--- config.mk ---
export PLATFORM = sky130hd
export DESIGN_NAME = three_level_priority_ticket_queue_core
export DESIGN_NICKNAME = d
export VERILOG_FILES = /design/src/hdl/tlpq_pkg.sv /design/src/hdl/three_level_priority_ticket_queue_core.sv /design/src/hdl/tlpq_datapath.sv /design/src/hdl/tlpq_ctrl.sv
export SDC_FILE = /design/constraint.sdc
export NUM_CORES = 2
export LEC_CHECK = 0
export ABC_AREA = 1
export ABC_CLOCK_PERIOD_IN_PS = 9300
export BUFFER_PORTS_ARGS = -buffer_cell sky130_fd_sc_hd__buf_2
export CAP_MARGIN = 20
export CORE_ASPECT_RATIO = 0.75
export CORE_UTILIZATION = 45
export CTS_BUF_LIST = sky130_fd_sc_hd__clkbuf_16
export DETAILED_ROUTE_END_ITERATION = 10
export GPL_TIMING_DRIVEN = 1
export PLACE_DENSITY = 0.64
export SYNTH_ARGS = -nofsm -noshare
export SYNTH_HDL_FRONTEND = slang
export SYNTH_SLANG_ARGS = --single-unit
export TNS_END_PERCENT = 10
--- constraint.sdc ---
create_clock -name clk -period 9.3 [get_ports clk]
set_input_delay 1.86 -clock clk [delete_from_list [all_inputs] [get_ports clk]]
set_output_delay 1.86 -clock clk [all_outputs]
set_load 0.02 [all_outputs]
--- src/hdl/tlpq_pkg.sv ---
// ---------------------------------------------------------------------------
// tlpq_pkg
// Shared types and constants for the three-level priority ticket queue.
// ---------------------------------------------------------------------------
package tlpq_pkg;

    localparam int DEF_TABLE_DEPTH = 16;
    localparam int MAX_LIST        = 16;

    localparam logic [2:0] CMD_REGISTER = 3'd0;
    localparam logic [2:0] CMD_SET_PRIO = 3'd1;
    localparam logic [2:0] CMD_SERVE    = 3'd2;
    localparam logic [2:0] CMD_FIND     = 3'd3;
    localparam logic [2:0] CMD_LIST     = 3'd4;

    localparam logic [2:0] ST_OK        = 3'd0;
    localparam logic [2:0] ST_DUP       = 3'd1;
    localparam logic [2:0] ST_NOT_FOUND = 3'd2;
    localparam logic [2:0] ST_EMPTY     = 3'd3;
    localparam logic [2:0] ST_BAD_LEVEL = 3'd4;
    localparam logic [2:0] ST_FULL      = 3'd5;

    localparam logic [1:0] LEVEL_NONE = 2'd0;
    localparam logic [1:0] LEVEL_LOW  = 2'd1;

    // controller -> datapath
    typedef struct packed {
        logic load;       // capture command word, clear scan state
        logic scan_clr;   // clear scan state only (next list pass)
        logic scan_step;  // examine one slot
        logic commit;     // apply table update for the command
        logic emit;       // drive result
        logic emit_err;   // result is an error with given status
        logic [2:0] err;
        logic emit_last;
        logic mark_best;  // mark best slot as taken (list)
    } tlpq_ctl_t;

    // datapath -> controller
    typedef struct packed {
        logic scan_done;
        logic [2:0] cmd;
        logic found;
        logic has_free;
        logic any_valid;
        logic best_ok;
        logic level_zero;
        logic list_end;   // all list entries emitted after this one
    } tlpq_sts_t;

endpackage

--- src/hdl/three_level_priority_ticket_queue_core.sv ---
// ---------------------------------------------------------------------------
// three_level_priority_ticket_queue_core
// Priority ticket table with register, set priority, serve, find and list.
//
// channel   signals                                    handshake
// command   cmd, ticket_id, level                      start & !busy
// result    status, entry_id, entry_level,             strobe (one cycle)
//           entry_arrival, last
//
// A command runs one scan of the table, one slot a cycle, then decision and
// the result word. List rescans the table for every word that it emits.
// Reset clears all valid marks and the arrival counter at once.
// Results are never stalled; busy holds off new commands.
// ---------------------------------------------------------------------------
module three_level_priority_ticket_queue_core #(
    parameter int TABLE_DEPTH = tlpq_pkg::DEF_TABLE_DEPTH
) (
    input  logic               clk,
    input  logic               rst_n,
    input  logic               start,
    output logic               busy,
    input  logic [2:0]         cmd,
    input  logic signed [31:0] ticket_id,
    input  logic [1:0]         level,
    output logic               strobe,
    output logic [2:0]         status,
    output logic signed [31:0] entry_id,
    output logic [1:0]         entry_level,
    output logic [31:0]        entry_arrival,
    output logic               last
);
    import tlpq_pkg::*;

    tlpq_ctl_t ctl;
    tlpq_sts_t sts;

    tlpq_ctrl u_ctrl (
        .clk   (clk),
        .rst_n (rst_n),
        .start (start),
        .busy  (busy),
        .sts   (sts),
        .ctl   (ctl)
    );

    tlpq_datapath #(.TABLE_DEPTH(TABLE_DEPTH)) u_dp (
        .clk           (clk),
        .rst_n         (rst_n),
        .cmd           (cmd),
        .ticket_id     (ticket_id),
        .level         (level),
        .ctl           (ctl),
        .sts           (sts),
        .strobe        (strobe),
        .status        (status),
        .entry_id      (entry_id),
        .entry_level   (entry_level),
        .entry_arrival (entry_arrival),
        .last          (last)
    );

endmodule

--- src/hdl/tlpq_datapath.sv ---
// ---------------------------------------------------------------------------
// tlpq_datapath
// Slot table, arrival counter and a one-slot-per-cycle scan unit.
// ---------------------------------------------------------------------------
module tlpq_datapath #(
    parameter int TABLE_DEPTH = tlpq_pkg::DEF_TABLE_DEPTH
) (
    input  logic                clk,
    input  logic                rst_n,
    input  logic [2:0]          cmd,
    input  logic signed [31:0]  ticket_id,
    input  logic [1:0]          level,
    input  tlpq_pkg::tlpq_ctl_t ctl,
    output tlpq_pkg::tlpq_sts_t sts,
    output logic                strobe,
    output logic [2:0]          status,
    output logic signed [31:0]  entry_id,
    output logic [1:0]          entry_level,
    output logic [31:0]         entry_arrival,
    output logic                last
);
    import tlpq_pkg::*;

    localparam int IW = (TABLE_DEPTH > 1) ? $clog2(TABLE_DEPTH) : 1;
    localparam int CW = $clog2(TABLE_DEPTH + 1);
    localparam int LW = $clog2(MAX_LIST + 1);

    logic [TABLE_DEPTH-1:0] valid_reg, valid_next;
    logic [TABLE_DEPTH-1:0] taken_reg;
    logic [31:0] id_mem  [TABLE_DEPTH];
    logic [1:0]  lvl_mem [TABLE_DEPTH];
    logic [31:0] arr_mem [TABLE_DEPTH];
    logic [31:0] arrival_reg;

    logic [2:0]  cmd_reg;
    logic [31:0] id_reg;
    logic [1:0]  lvl_reg;

    logic [CW-1:0] scan_reg;
    logic          found_reg, free_ok_reg, best_ok_reg;
    logic [IW-1:0] found_idx_reg, free_idx_reg, best_idx_reg;
    logic [1:0]    best_lvl_reg;
    logic [31:0]   best_arr_reg;
    logic [CW-1:0] count_reg;
    logic [LW-1:0] emitted_reg;

    logic [IW-1:0] si;
    logic          sv, better;
    logic [IW-1:0] sel;

    assign si = scan_reg[IW-1:0];
    assign sv = valid_reg[si];
    assign better = !best_ok_reg || (lvl_mem[si] > best_lvl_reg) ||
                    ((lvl_mem[si] == best_lvl_reg) && (arr_mem[si] < best_arr_reg));

    always_comb
    begin
        sel = best_idx_reg;
        unique case (cmd_reg)
            CMD_REGISTER: sel = free_idx_reg;
            CMD_SET_PRIO: sel = found_idx_reg;
            CMD_FIND:     sel = found_idx_reg;
            default:      sel = best_idx_reg;
        endcase
    end

    always_comb
    begin
        valid_next = valid_reg;
        if (ctl.commit && cmd_reg == CMD_REGISTER)
            valid_next[free_idx_reg] = 1'b1;
        if (ctl.commit && cmd_reg == CMD_SERVE)
            valid_next[best_idx_reg] = 1'b0;
    end

    always_ff @(posedge clk or negedge rst_n)
    begin
        if (!rst_n)
        begin
            valid_reg   <= '0;
            arrival_reg <= '0;
            taken_reg   <= '0;
            scan_reg    <= '0;
            found_reg   <= 1'b0;
            free_ok_reg <= 1'b0;
            best_ok_reg <= 1'b0;
            count_reg   <= '0;
            emitted_reg <= '0;
            strobe      <= 1'b0;
            cmd_reg     <= '0;
        end
        else
        begin
            valid_reg <= valid_next;
            strobe    <= ctl.emit;
            if (ctl.load || ctl.scan_clr)
            begin
                scan_reg    <= '0;
                found_reg   <= 1'b0;
                free_ok_reg <= 1'b0;
                best_ok_reg <= 1'b0;
                count_reg   <= '0;
            end
            else if (ctl.scan_step)
            begin
                scan_reg <= scan_reg + 1'b1;
                if (sv)
                    count_reg <= count_reg + 1'b1;
                if (sv && id_mem[si] == id_reg && !found_reg)
                begin
                    found_reg     <= 1'b1;
                    found_idx_reg <= si;
                end
                if (!sv && !free_ok_reg)
                begin
                    free_ok_reg  <= 1'b1;
                    free_idx_reg <= si;
                end
                if (sv && !taken_reg[si] && better)
                begin
                    best_ok_reg  <= 1'b1;
                    best_idx_reg <= si;
                    best_lvl_reg <= lvl_mem[si];
                    best_arr_reg <= arr_mem[si];
                end
            end
            if (ctl.load)
            begin
                cmd_reg     <= cmd;
                taken_reg   <= '0;
                emitted_reg <= '0;
            end
            if (ctl.mark_best)
            begin
                taken_reg[best_idx_reg] <= 1'b1;
                emitted_reg <= emitted_reg + 1'b1;
            end
            if (ctl.commit && cmd_reg == CMD_REGISTER)
                arrival_reg <= arrival_reg + 1'b1;
        end
    end

    always_ff @(posedge clk)
    begin
        if (ctl.load)
        begin
            id_reg  <= ticket_id;
            lvl_reg <= level;
        end
        if (ctl.commit && cmd_reg == CMD_REGISTER)
        begin
            id_mem[free_idx_reg]  <= id_reg;
            lvl_mem[free_idx_reg] <= LEVEL_LOW;
            arr_mem[free_idx_reg] <= arrival_reg;
        end
        if (ctl.commit && cmd_reg == CMD_SET_PRIO)
            lvl_mem[found_idx_reg] <= lvl_reg;
        if (ctl.emit)
        begin
            last <= ctl.emit_last;
            if (ctl.emit_err)
            begin
                status        <= ctl.err;
                entry_id      <= '0;
                entry_level   <= LEVEL_NONE;
                entry_arrival <= '0;
            end
            else if (ctl.commit && cmd_reg == CMD_REGISTER)
            begin
                // table write lands on this edge: word comes from the new values
                status        <= ST_OK;
                entry_id      <= id_reg;
                entry_level   <= LEVEL_LOW;
                entry_arrival <= arrival_reg;
            end
            else
            begin
                status        <= ST_OK;
                entry_id      <= id_mem[sel];
                entry_level   <= (ctl.commit && cmd_reg == CMD_SET_PRIO) ? lvl_reg
                                                                          : lvl_mem[sel];
                entry_arrival <= arr_mem[sel];
            end
        end
    end

    always_comb
    begin
        sts.scan_done  = (scan_reg == CW'(TABLE_DEPTH));
        sts.cmd        = cmd_reg;
        sts.found      = found_reg;
        sts.has_free   = free_ok_reg;
        sts.any_valid  = (count_reg != '0);
        sts.best_ok    = best_ok_reg;
        sts.level_zero = (lvl_reg == LEVEL_NONE);
        sts.list_end   = ((32'(emitted_reg) + 32'd1) >= 32'(count_reg)) ||
                         ((32'(emitted_reg) + 32'd1) >= 32'(MAX_LIST));
    end

endmodule

--- src/hdl/tlpq_ctrl.sv ---
// ---------------------------------------------------------------------------
// tlpq_ctrl
// Command sequencer: scan, decide, commit, emit.
// ---------------------------------------------------------------------------
module tlpq_ctrl (
    input  logic                clk,
    input  logic                rst_n,
    input  logic                start,
    output logic                busy,
    input  tlpq_pkg::tlpq_sts_t sts,
    output tlpq_pkg::tlpq_ctl_t ctl
);
    import tlpq_pkg::*;

    localparam logic [1:0] S_IDLE = 2'd0;
    localparam logic [1:0] S_SCAN = 2'd1;
    localparam logic [1:0] S_DONE = 2'd2;
    localparam logic [1:0] S_WAIT = 2'd3;

    logic [1:0] state_reg, state_next;

    assign busy = (state_reg != S_IDLE);

    always_comb
    begin
        state_next = state_reg;
        ctl = '0;
        unique case (state_reg)
            S_IDLE:
            begin
                if (start)
                begin
                    ctl.load = 1'b1;
                    state_next = S_SCAN;
                end
            end
            S_SCAN:
            begin
                if (sts.scan_done)
                    state_next = S_DONE;
                else
                    ctl.scan_step = 1'b1;
            end
            S_DONE:
            begin
                state_next = S_WAIT;
                ctl.emit = 1'b1;
                ctl.emit_last = 1'b1;
                priority case (sts.cmd)
                    CMD_REGISTER:
                    begin
                        if (sts.found)
                        begin
                            ctl.emit_err = 1'b1; ctl.err = ST_DUP;
                        end
                        else if (!sts.has_free)
                        begin
                            ctl.emit_err = 1'b1; ctl.err = ST_FULL;
                        end
                        else
                            ctl.commit = 1'b1;
                    end
                    CMD_SET_PRIO:
                    begin
                        if (!sts.found)
                        begin
                            ctl.emit_err = 1'b1; ctl.err = ST_NOT_FOUND;
                        end
                        else if (sts.level_zero)
                        begin
                            ctl.emit_err = 1'b1; ctl.err = ST_BAD_LEVEL;
                        end
                        else
                            ctl.commit = 1'b1;
                    end
                    CMD_SERVE:
                    begin
                        if (!sts.best_ok)
                        begin
                            ctl.emit_err = 1'b1; ctl.err = ST_EMPTY;
                        end
                        else
                            ctl.commit = 1'b1;
                    end
                    CMD_FIND:
                    begin
                        if (!sts.any_valid)
                        begin
                            ctl.emit_err = 1'b1; ctl.err = ST_EMPTY;
                        end
                        else if (!sts.found)
                        begin
                            ctl.emit_err = 1'b1; ctl.err = ST_NOT_FOUND;
                        end
                    end
                    CMD_LIST:
                    begin
                        if (!sts.best_ok)
                        begin
                            ctl.emit_err = 1'b1; ctl.err = ST_EMPTY;
                        end
                        else
                        begin
                            ctl.emit_last = sts.list_end;
                            ctl.mark_best = 1'b1;
                            if (!sts.list_end)
                            begin
                                ctl.scan_clr = 1'b1;
                                state_next = S_SCAN;
                            end
                        end
                    end
                    default:
                    begin
                        ctl.emit = 1'b0;
                        ctl.emit_last = 1'b0;
                    end
                endcase
            end
            S_WAIT:
                state_next = S_IDLE;
            default:
                state_next = S_IDLE;
        endcase
    end

    always_ff @(posedge clk or negedge rst_n)
    begin
        if (!rst_n)
            state_reg <= S_IDLE;
        else
            state_reg <= state_next;
    end

endmodule

### Word level (Yosys, flattened, before mapping)

Memory sizes are Yosys's and may differ from the RTL's. A register that Yosys moved wholly into a read port is not among the register bits.
Cells that the tools add are included.

* add/sub/neg operators: 5
* magnitude comparators: 9
* equal/unequal tests: 12
* muxes and demuxes: 71
* bitwise gates (word level): 5
* reduce and logical (&&, ||, !) cells: 46

Operator list (count)
* 16-bit 2-to-1 mux: 4
* 5-bit 2-to-1 mux: 7
* 1-bit 2-to-1 mux: 34
* 32-bit by 1-bit adder with 32-bit output (second input constant): 1
* 32-bit equality test: 1
* 32-bit by 5-bit greater-or-equal comparator with 1-bit output: 1
* 32-bit by 5-bit greater-or-equal comparator with 1-bit output (second input constant): 1
* 32-bit less-than comparator: 1
* 4-bit 2-to-1 mux: 8
* 16-bit OR: 2
* 16-bit bitwise AND: 1
* 2-bit 2-to-1 mux: 8
* 16-bit inverter: 1
* 4-bit case mux with 4 select lines: 1
* 5-bit by 1-bit adder with 5-bit output (second input constant): 3
* 4-bit by 5-bit less-than comparator with 1-bit output (second input constant): 3
* 2-bit nonzero test: 7
* 2-bit AND reduction: 6
* 4-bit AND reduction: 3
* 1-bit logical AND: 11
* 1-bit binary-select mux with 4-bit select: 2
* 1-bit demux with 4-bit select: 2
* 4-bit by 1-bit greater-or-equal comparator with 1-bit output (second input constant): 2
* 8-bit 2-to-1 mux: 1
* 23 further kinds: 37

* register bits: 174
* bits in writable memories: 1056
* output and inout port bits: 72
* word-level logic and storage cells: 174
* memories kept: 3

Memories
* u_dp.arr_mem: words 16, bits a word 32, read ports 2, clocked after memory_dff 1, wr ports 1, RTL line tlpq_datapath.sv:32 `logic [31:0] arr_mem [TABLE_DEPTH];`
* u_dp.id_mem: words 16, bits a word 32, read ports 2, clocked after memory_dff 1, wr ports 1, RTL line tlpq_datapath.sv:30 `logic [31:0] id_mem [TABLE_DEPTH];`
* u_dp.lvl_mem: words 16, bits a word 2, read ports 2, clocked after memory_dff 0, wr ports 1, RTL line tlpq_datapath.sv:31 `logic [1:0] lvl_mem [TABLE_DEPTH];`

### Depth between registers and ports, before layout

* depth after elaboration: 11
* gate-level depth with buffers: 23

### Modules after synthesis

Synthesis repeated with hierarchy kept, for this count alone.

* cell total of the unflattened synthesis: 6305
* area total of the unflattened synthesis: 62573.8 sq um

By module, submodules not included
* tlpq_datapath: instances 1, cells each 6242, area an instance 62237.2 sq um
* tlpq_ctrl: instances 1, cells each 63, area an instance 336.6 sq um

### Worst setup path after synthesis

Ideal clock, no wire load.

* kind: register to register
* start: register u_dp.cmd_reg[0]
* end: register u_dp.entry_arrival[25], read port of u_dp.arr_mem, data pin
* library setup time: 250 ps
* data arrival time: 7142 ps
* required time: 9050 ps
* slack: 1907 ps
* cell stages (with the launch flop): 10
* path buffers: 3
* clock period less this slack: 7393 ps
* path through: dfrtp_1 -> buf_6 -> nor2_4 -> nor2_1 -> nor3_1 -> o31ai_1 -> buf_2 -> buf_2 -> nand3_1 -> inv_1

RTL lines
* start, declared: RTL line tlpq_datapath.sv:35 `logic [2:0] cmd_reg;`
* start signal, assigned: RTL line tlpq_datapath.sv:129 `cmd_reg <= cmd;`
* end, declared: RTL line tlpq_datapath.sv:19 `output logic [31:0] entry_arrival,`

### Worst setup path in the final report

* start: register u_dp.scan_reg[3]
* end: register u_dp.best_arr_reg[10], read port of u_dp.arr_mem (enable)

* longest elaborated chain between the ends: 6

RTL lines
* start, declared: RTL line tlpq_datapath.sv:39 `logic [CW-1:0] scan_reg;`
* start signal, assigned: RTL line tlpq_datapath.sv:106 `scan_reg <= scan_reg + 1'b1;`
* memory read 16 x 32 bit (tied with other cells)
* 32-bit less-than comparator (tied with other cells): RTL line tlpq_datapath.sv:54 `((lvl_mem[si] == best_lvl_reg) && (arr_mem[si] < best_arr_reg));`
* 1-bit logical AND (tied with other cells): RTL line tlpq_datapath.sv:54
* 1-bit logical OR or 1-bit logical AND (tied branches): RTL line tlpq_datapath.sv:53, tlpq_datapath.sv:119
* 1-bit logical AND: RTL line tlpq_datapath.sv:119 `if (sv && !taken_reg[si] && better)`
* 4-bit AND reduction (no source line) *
* end, declared: RTL line tlpq_datapath.sv:43 `logic [31:0] best_arr_reg;`

Every way passes the cells marked *; elsewhere a longest branch is shown, timed or not. The select of a mux whose other input is x is not followed.
A chain may end at the register's enable or synchronous reset.

==> out/summary.txt <==
Run status - finished, violations left
Failing checks - DRC
Critical path's largest stage delay - 0.75 ns
Predominant post-synthesis flop cell - edfxtp_1
Initial DRT Pass Iterations - 9
Setup slack of the most critical reg-to-reg path - 3.13 ns
Area fraction of the dominant cell type after synthesis - 57.0%
Shortest clock period the worst path allows after layout - 6.17 ns
Die Ht - 327 µm
Worst r2r path cells - 17
Commonest cells post-synth - edfxtp_1 (1206), nand2_1 (1097), inv_1 (707)
Number of pins with negative max-slew slack in the final report - 0
Buffers inserted during post-CTS setup optimization - 0
Synthesized net count - 6481
Crit start category - flop
CTS HTree Levels - 4
Number of synthesis warnings - 0
Gate count after technology mapping - 6397
Number of library cell types mapped by synthesis - 51
Wire length reported by the detailed router - 197000 µm
Fillcell total - 12484
Worst flop-to-flop path endpoint - u_dp.best_arr_reg[10]$_DFFE_PP_
Worst reg2reg path startpoint - u_dp.scan_reg[3]$_DFFE_PN0P_
Antenna violations before repair - 0
Global-route wire length before repair - 294000 µm
Maximum number of pins on one net before global-route repair - 247
Sequential area share after synthesis - 60.4%
Number of global-route vias before repair - 46484
Critical path type - reg2reg
Area growth syn-to-layout - 10.0%
Power density over the cells - 346 mW/mm²
Dominant cell type by area after synthesis - edfxtp_1
Source of the critical timing path - u_dp.scan_reg[3]$_DFFE_PN0P_
Detailed Place HPWL - 105000 µm
Crit path max fanout - 28
Placer's final routability congestion estimate - 0.870
Final standard cell utilization of the core - 49.9%
Chip width - 436 µm
Crit path top cell by count - nand2_1
Arrival time reported for the critical path endpoint - 6.60 ns
Leakage power - 26.9 nW
Std cell rows - 119
Number of flops mapped to enable cells by yosys - 1206
Hold Slack - 0.480 ns
Number of buffers inserted by hold repair at cts - 0
Setup violations, final - 0
Remaining design rule violation count - 4
Clock tree from TritonCTS - built
Max stage delay cell, worst path - nor2_4
Area of the die - 0.143 mm²
HP Class - reg2reg
Average wire per cell in the routed design - 23.8 µm
Setup total negative slack - 0 ns
Clock skew after layout - 0.0288 ns
Clk slew on worst S/H paths - 0.06 ns
Insertion delay to the later sink of the worst-skew pair - 0.80 ns
GRT Util Overall - 27.1%
Worst voltage drop across the vdd grid - 0.000544 V
Avg Cell Area, Syn - 9.93 µm²
Via count - 49876
Setup repair after global routing missed its margin - false
Total standard cell area after synthesis - 0.0636 mm²
Crit share post-route - 66.3%
# clock sinks - 1294
Worst Max-Slew Pin Slew - 1.29 ns
Critical path cell sequence - inv_2, nor2_4, buf_4, buf_4, a21boi_0, a311o_1, ha_1, a21oi_1, nor2_1, a211oi_1, nand2_1, nand2_1, nand2_1, nand2_1, nand2_1, a21oi_4, buf_4
Leading cell types by total area after synthesis - edfxtp_1 (57%), nand2_1 (6.5%), o211ai_1 (6.4%)
Number of placed I/O pins - 112
Share of async-settable or async-resettable flops after synthesis - 6.80%
Initial DRC count - 7062
Highest clock rate - 0.162 GHz
Worst-case clock buffer depth - 3
Launch point of the worst hold path - u_dp.taken_reg[12]$_DFF_PN0_
Reported max-cap violation count - 0
Number of clock buffers inserted by TritonCTS - 137
Required time worst endpoint - 9.73 ns
Share of post-route cells with drive strength above 1 - 7.29%
Number of synthesized register bits - 1294
Layout Nets - 6361
Remaining antenna violation count after routing - 0
Clock Root Buffer - clkbuf_16
I/O Buffers - 111
Hold EP - u_dp.taken_reg[12]$_DFF_PN0_
Sum of overflow across all layers after global routing - 0
Number of cells traversed by the worst hold path - 2
Top Registers - u_dp.arr_mem x512, u_dp.id_mem x512
Core Footprint - 0.140 mm²
Post-DR vias/cell - 6.03
Final hold violations - 0
Effective utilization at floorplan - 45.3%
Post-CTS Resized - 0
Top-count cell post-synth - edfxtp_1
Slew headroom - 13.9%
Kind of end point of the critical path - flop
[kinds of logic after synthesis]
family | count (synthesis) | synth area share [%]
AND/OR/NAND/NOR | 2007 | 13.4
AO/OA/AOI/OAI | 1833 | 17.3
flip-flops | 1294 | 60.4
buffers and inverters | 1173 | 7.33
XOR/XNOR | 46 | 0.634
adder cells (fa/ha/maj) | 44 | 0.866
[critical path, delay by kind of cell (launching register included)]
kind                       cells  cell delay [ns]
and+or+nand+nor                7             1.44
AOI/OAI and AO/OA              5             1.39
buffers and inverters          4             1.98
adders and majority gates      1             0.27
DFF                            1             0.64
[power breakdown]
part | internal, W | switching, W
registers | 0.00688 | 0.000244
logic | 0.00330 | 0.00832
clock network | 0.00304 | 0.00240
[placed cells by master (no fill, tap or decap), types with 5 or more instances in the layout]
cell	synthesis	final
o31ai_1	14	13
clkinv_2	0	24
inv_1	707	733
nand2_2	5	5
o21ai_0	625	625
nor4_1	14	13
bufinv_16	0	11
clkbuf_16	0	138
dfrtp_1	88	85
o211ai_1	542	542
clkinvlp_4	0	5
nand2_1	1097	1096
o21bai_1	5	5
edfxtp_1	1206	1206
a31oi_1	25	25
a311o_1	22	22
buf_2	179	110
buf_12	0	9
nand3_1	536	536
xnor2_1	11	11
o221ai_1	31	31
clkinv_1	1	27
nor2_4	3	20
a221o_1	7	7
nand4_1	27	27
o22ai_1	7	6
nor2_1	274	257
xor2_1	35	35
nor3b_1	5	5
ha_1	44	44
buf_4	2	77
clkinv_8	0	5
inv_2	8	8
a21boi_0	24	24
nor3_1	21	18
a21oi_1	515	514
inv_6	0	9
[layer usage]
layer | vias to the layer above | GRT usage, % | part of all wire [%]
met5 | - | 0 | 0
li1 | 22558 | - | -
met4 | 0 | 9.77 | 3.1
met2 | 2862 | 39.7 | 43
met3 | 412 | 4.51 | 11
met1 | 24044 | 40.5 | 43
[area by class of cell]
class | instances | area, µm² | share of cell area (%)
Sequential cell | 1294 | 38400 | 54.9
Multi-Input combinational cell | 3930 | 20700 | 29.6
Timing Repair Buffer | 198 | 1350 | 1.93
Clock buffer | 138 | 3450 | 4.94
Tap cell | 1875 | 2350 | 3.35
Inverter | 716 | 2720 | 3.89
Antenna cell | 1 | 2.50 | 0.00358
Clock inverter | 116 | 942 | 1.35
[worst max-delay path by stage]
| stage | to | slack, ns | cells after the start |
|---|---|---|---|
| finish | u_dp.best_arr_reg[10]$_DFFE_PP_ | 3.13 | 17 |
| global route | u_dp.best_arr_reg[14]$_DFFE_PP_ | 2.94 | 17 |
| CTS | u_dp.best_arr_reg[12]$_DFFE_PP_ | 3.25 | 17 |
| detailed placement | u_dp.best_arr_reg[8]$_DFFE_PP_ | 3.25 | 17 |
| global placement | u_dp.best_arr_reg[8]$_DFFE_PP_ | 3.32 | 17 |
| floorplan | u_dp.entry_arrival[25]$_SDFFCE_PP0P_ | 1.91 | 9 |
[stage by stage]
stage / setup slack (ns) / instance area, µm² / std cells / total power, W
after global routing: 2.94 / 69900 / 8267 / 0.0255
after detailed placement: 3.25 / 65500 / 8011 / 0.0186
after CTS: 3.25 / 69900 / 8265 / 0.0240
after global placement: 3.32 / 65500 / 8010 / 0.0184
after floorplan: 1.91 / 63600 / 6397 / 0.0152
final: 3.13 / 69900 / 8268 / 0.0242
No activity file was read; power rests on OpenSTA's default activity.
